$ cat src/hdl/key_to_id_hash_map_top_assert.svh
// Assertion macros for the key to id hash map.
// Used by the datapath; expects clk and rst_n in scope.
`ifndef KEY_TO_ID_HASH_MAP_TOP_ASSERT_SVH
`define KEY_TO_ID_HASH_MAP_TOP_ASSERT_SVH

// same-cycle implication
`define KTHM_ASSERT_IMPL(lbl, ante, cons, msg) \
    lbl: assert property (@(posedge clk) disable iff (!rst_n) (ante) |-> (cons)) \
        else $error(msg);

// next-cycle implication
`define KTHM_ASSERT_NEXT(lbl, ante, cons, msg) \
    lbl: assert property (@(posedge clk) disable iff (!rst_n) (ante) |=> (cons)) \
        else $error(msg);

`endif

$ cat src/hdl/kthm_pkg.sv
// Package for the key to id hash map: sizes, word types, row layouts,
// and the controller/datapath command and status structs. No dependencies.
package kthm_pkg;

    localparam int BUCKETS  = 256;   // power of two, at most 8192
    localparam int WAYS     = 4;
    localparam int MAX_IDS  = 4096;
    localparam int KEY_BITS = 48;

    localparam int ID_W   = 12;
    localparam int BKT_W  = $clog2(BUCKETS);
    localparam int FILL_W = $clog2(WAYS + 1);
    localparam int CNT_W  = $clog2(MAX_IDS + 1);
    localparam int ENDS_W = 2 * ID_W;
    localparam int DUM_W  = ID_W + 1;

    typedef struct packed {
        logic                action;
        logic [KEY_BITS-1:0] key;
        logic [ID_W-1:0]     from_id;
        logic [ID_W-1:0]     to_id;
    } req_t;

    typedef struct packed {
        logic            found;
        logic [ID_W-1:0] entry_id;
        logic            dummy_made;
        logic [ID_W-1:0] dummy_id;
        logic            full_res;
    } rsp_t;

    typedef struct packed {
        logic [KEY_BITS-1:0] key;
        logic [ID_W-1:0]     id;
    } node_ent_t;

    typedef struct packed {
        logic [ENDS_W-1:0] ends;
        logic [ID_W-1:0]   index;
        logic [DUM_W-1:0]  dummy;
    } edge_ent_t;

    typedef struct packed {
        logic [FILL_W-1:0]          fill;
        node_ent_t [WAYS-1:0]       ways;
    } node_row_t;

    typedef struct packed {
        logic [FILL_W-1:0]          fill;
        edge_ent_t [WAYS-1:0]       ways;
    } edge_row_t;

    typedef struct packed {
        logic clear;
        logic load;
        logic commit;
    } cmd_t;

    typedef struct packed {
        logic clear_last;
        logic out_busy;
    } stat_t;

endpackage

$ cat src/hdl/kthm_ctrl.sv
// Controller for the key to id hash map: clear pass, accept, evaluate.
// Depends on kthm_pkg.
module kthm_ctrl import kthm_pkg::*; (
    input  logic  clk,
    input  logic  rst_n,
    input  logic  req_valid,
    output logic  req_ready,
    input  stat_t stat,
    output cmd_t  cmd
);

    localparam logic [1:0] ST_CLEAR = 2'd0;
    localparam logic [1:0] ST_IDLE  = 2'd1;
    localparam logic [1:0] ST_EVAL  = 2'd2;

    logic [1:0] state_reg;
    logic [1:0] state_next;

    always_comb
    begin
        state_next = state_reg;
        cmd        = '0;
        req_ready  = 1'b0;
        unique case (state_reg)
            ST_CLEAR:
            begin
                cmd.clear = 1'b1;
                if (stat.clear_last)
                begin
                    state_next = ST_IDLE;
                end
            end
            ST_IDLE:
            begin
                req_ready = 1'b1;
                if (req_valid)
                begin
                    cmd.load   = 1'b1;
                    state_next = ST_EVAL;
                end
            end
            ST_EVAL:
            begin
                if (!stat.out_busy)
                begin
                    cmd.commit = 1'b1;
                    state_next = ST_IDLE;
                end
            end
            default:
            begin
                state_next = ST_CLEAR;
            end
        endcase
    end

    always_ff @(posedge clk or negedge rst_n)
    begin
        if (!rst_n)
        begin
            state_reg <= ST_CLEAR;
        end
        else
        begin
            state_reg <= state_next;
        end
    end

endmodule

$ cat config.mk
export PLATFORM = sky130hd
export DESIGN_NAME = kthm_ctrl
export DESIGN_NICKNAME = d
export VERILOG_FILES = /design/src/hdl/key_to_id_hash_map_top_assert.svh /design/src/hdl/kthm_pkg.sv /design/src/hdl/kthm_ctrl.sv
export SDC_FILE = /design/constraint.sdc
export NUM_CORES = 1
export LEC_CHECK = 0
export BUFFER_PORTS_ARGS = -buffer_cell sky130_fd_sc_hd__buf_2
export CAP_MARGIN = 20
export CELL_PAD_IN_SITES_DETAIL_PLACEMENT = 0
export CELL_PAD_IN_SITES_GLOBAL_PLACEMENT = 1
export CORE_AREA = 3 3 40 42
export CTS_CLUSTER_DIAMETER = 40
export CTS_CLUSTER_SIZE = 30
export DETAILED_ROUTE_END_ITERATION = 10
export DIE_AREA = 0 0 43 45
export GPL_ROUTABILITY_DRIVEN = 0
export PLACE_DENSITY_LB_ADDON = 0.05
export RECOVER_POWER = 50
export SLEW_MARGIN = 40
export SYNTH_ARGS = -nofsm -noshare
export SYNTH_HDL_FRONTEND = slang
export SYNTH_SLANG_ARGS = --single-unit
$ cat constraint.sdc
create_clock -name clk -period 2.5 [get_ports clk]
set_clock_uncertainty 0.2 [all_clocks]
set_input_delay 0.375 -clock clk [delete_from_list [all_inputs] [get_ports clk]]
set_output_delay 0.375 -clock clk [all_outputs]
set_load 0.02 [all_outputs]
==> metrics <==
status=finished, final reports clean; first-pass GRT wire length=607 um; clk_lat worst skew=220 ps; WHS=224 ps; combinational family with the most area after synthesis=simple AND/OR/NAND/NOR gates; largest net degree at the start of global routing=8; Reg power frac=28.2%; Core Box Area=0.00128 mm2; initial antenna violation count=0; Worst EP arrival=1130 ps; syn_area_per_cell=9.38 um2; Setup Crit Path Kind=reg -> out; mux cell area share after synthesis=0%; LEAKAGE=0.0986 nW; Critical Path Source Type=flop; Tmin final=1700 ps; Inserted Clock Buffers=3; wire per inst=8.85 um; Vias/cell=3.21; clock power share=27.4%; Max VDD drop=0.000306 V; CP Capture Type=output pin; Int Power=0.152 mW; clk buf depth=2; pins over their slew limit=0; worst hold-check path type=in -> reg; iteration count of the initial detailed-routing pass=2; vias=125; Hold Violations, Final=0; warnings from Yosys=0; post-route ant nets=0; Layout area overhead=80.0%; initial core utilization=8.76%; final cell utilization of the core=15.8%; Synth Instances=12; WP data required=1920 ps; total track usage=4.83%; Yosys cell types=8; Synth Cell Area=113 um2; Switch Pwr=0.107 mW; drt total wl=345 um; setup tns final=0 ps; Compound-Gate Fraction of Synth Area=18.9%; RSZ-0062 raised after global routing=false; fin crit share=68.1%; CTS root buf=clkbuf_4; pwr dens=1280 mW/mm2; Initial DRC Count=1; max FFs per register=2; slew at the pin closest to its max-slew limit=185 ps; max-cap violation count=0; CTS H-Tree Depth=1; share of layout cells above drive strength 1=41.7%; Site Rows=13; number of synthesized register bits=2; clk sinks=2; Comb power frac=44.4%; adder-cell share of the synthesized area=0%; Inserted Diodes=0; post-CTS sizing=0; relative slew slack=87.6%; I/O pins=9; postcts setup bufs=0; post-synthesis sequential area ratio=44.4%; crit-path max FO=7; synthesized net count=17; grt ovf=0; Post-Synth XOR/XNOR Area=0%; Fillers=155; Remaining DRCs=0; CTS tree=built; Port-buffer cells=8; Chip Height=45 um; number of global-route vias before repair=144; simple-gate share of the synthesized area=36.7%; Final #Nets=31; CTS clk-pin slew, worst paths=30 ps; die width=43 um; Sw Ratio=41.3%; Die ar.=0.00194 mm2; final setup violation count=0; fmax=587 MHz
==> area by class of cell <==
| cell class | instances | area [um2] | area share [%] |
|---|---|---|---|
| Tap cell | 15 | 18.8 | 9.26 |
| Multi-Input combinational cell | 10 | 62.6 | 30.9 |
| Clock buffer | 3 | 22.5 | 11.1 |
| Timing Repair Buffer | 9 | 48.8 | 24.1 |
| Sequential cell | 2 | 50.0 | 24.7 |
==> through the flow <==
stage	area [um2]	std cells	setup slack (ps)	total power, mW
finish	203	39	798	0.259
global route	203	39	669	0.289
CTS	204	39	760	0.269
detailed placement	171	35	996	0.193
global placement	171	35	982	0.194
floorplan	113	12	1030	0.148
==> final timing paths <==
path / start / end / slack [ps] / cells after the start
worst max register to register: state_reg[1] / state_reg[0] / 1320 / 2
worst min register to register: state_reg[0] / state_reg[1] / 380 / 1
max in group asynchronous: rst_n / state_reg[1] / 1710 / 2
worst max-delay path: state_reg[1] / cmd[0] / 800 / 3
min in group asynchronous: rst_n / state_reg[0] / 270 / 2
worst min-delay path: stat[0] / state_reg[1] / 220 / 3
==> routing by layer <==
metal  global-route usage, %  routed length, um  part of all wire [%]
met5                       0                  0                     0
met4                    7.23                  0                     0
met3                    3.19                 39                    11
met2                    6.59                172                    50
met1                    3.86                133                    39
==> power groups by stage <==
stage	logic (mW)	registers, mW	clock network, mW
2_1_floorplan	0.0807	0.0668	0
3_3_place_gp	0.118	0.0765	0
3_5_place_dp	0.118	0.0746	0
4_1_cts	0.119	0.0742	0.0755
5_1_grt	0.128	0.0780	0.0830
6_report	0.115	0.0730	0.0711
==> kinds of logic (layout without fill, tap and decap cells) <==
group	after synthesis	in the layout
DFF	2	2
and+or+nand+nor	7	7
AOI/OAI and AO/OA	3	3
buffers and inverters	0	12
==> Yosys cell counts, drive strengths merged <==
library cell  number  area [um2]
nor2b              4        25.0
o21ai              1        5.00
and3b              1        8.76
dfrtp              2        50.1
o31a               1        8.76
o21bai             1        7.51
nor2               1        3.75
nand2              1        3.75
==> cells in the final DEF, fill, tap and decap left out, drive strengths merged <==
cell type / synthesis / routed
o21bai: 1 / 1
dlygate4sd3: 0 / 1
buf: 0 / 7
o31a: 1 / 1
clkbuf: 0 / 4
dfrtp: 2 / 2
nor2: 1 / 1
o21ai: 1 / 1
and3b: 1 / 1
nand2: 1 / 1
nor2b: 4 / 4
==> critical path, cell delays in order (launching register included) <==
cell and delay, ps:
dfrtp_1 420, nor2b_1 190, nor2b_1 140, buf_2 170
==> what timing repair did <==
action,4_1_cts,5_1_grt
hold endpoints to repair,2,0
hold buffers,1,0
endpoints found under the setup margin,0,0
Note: power is estimated with default switching activity, not from simulation.
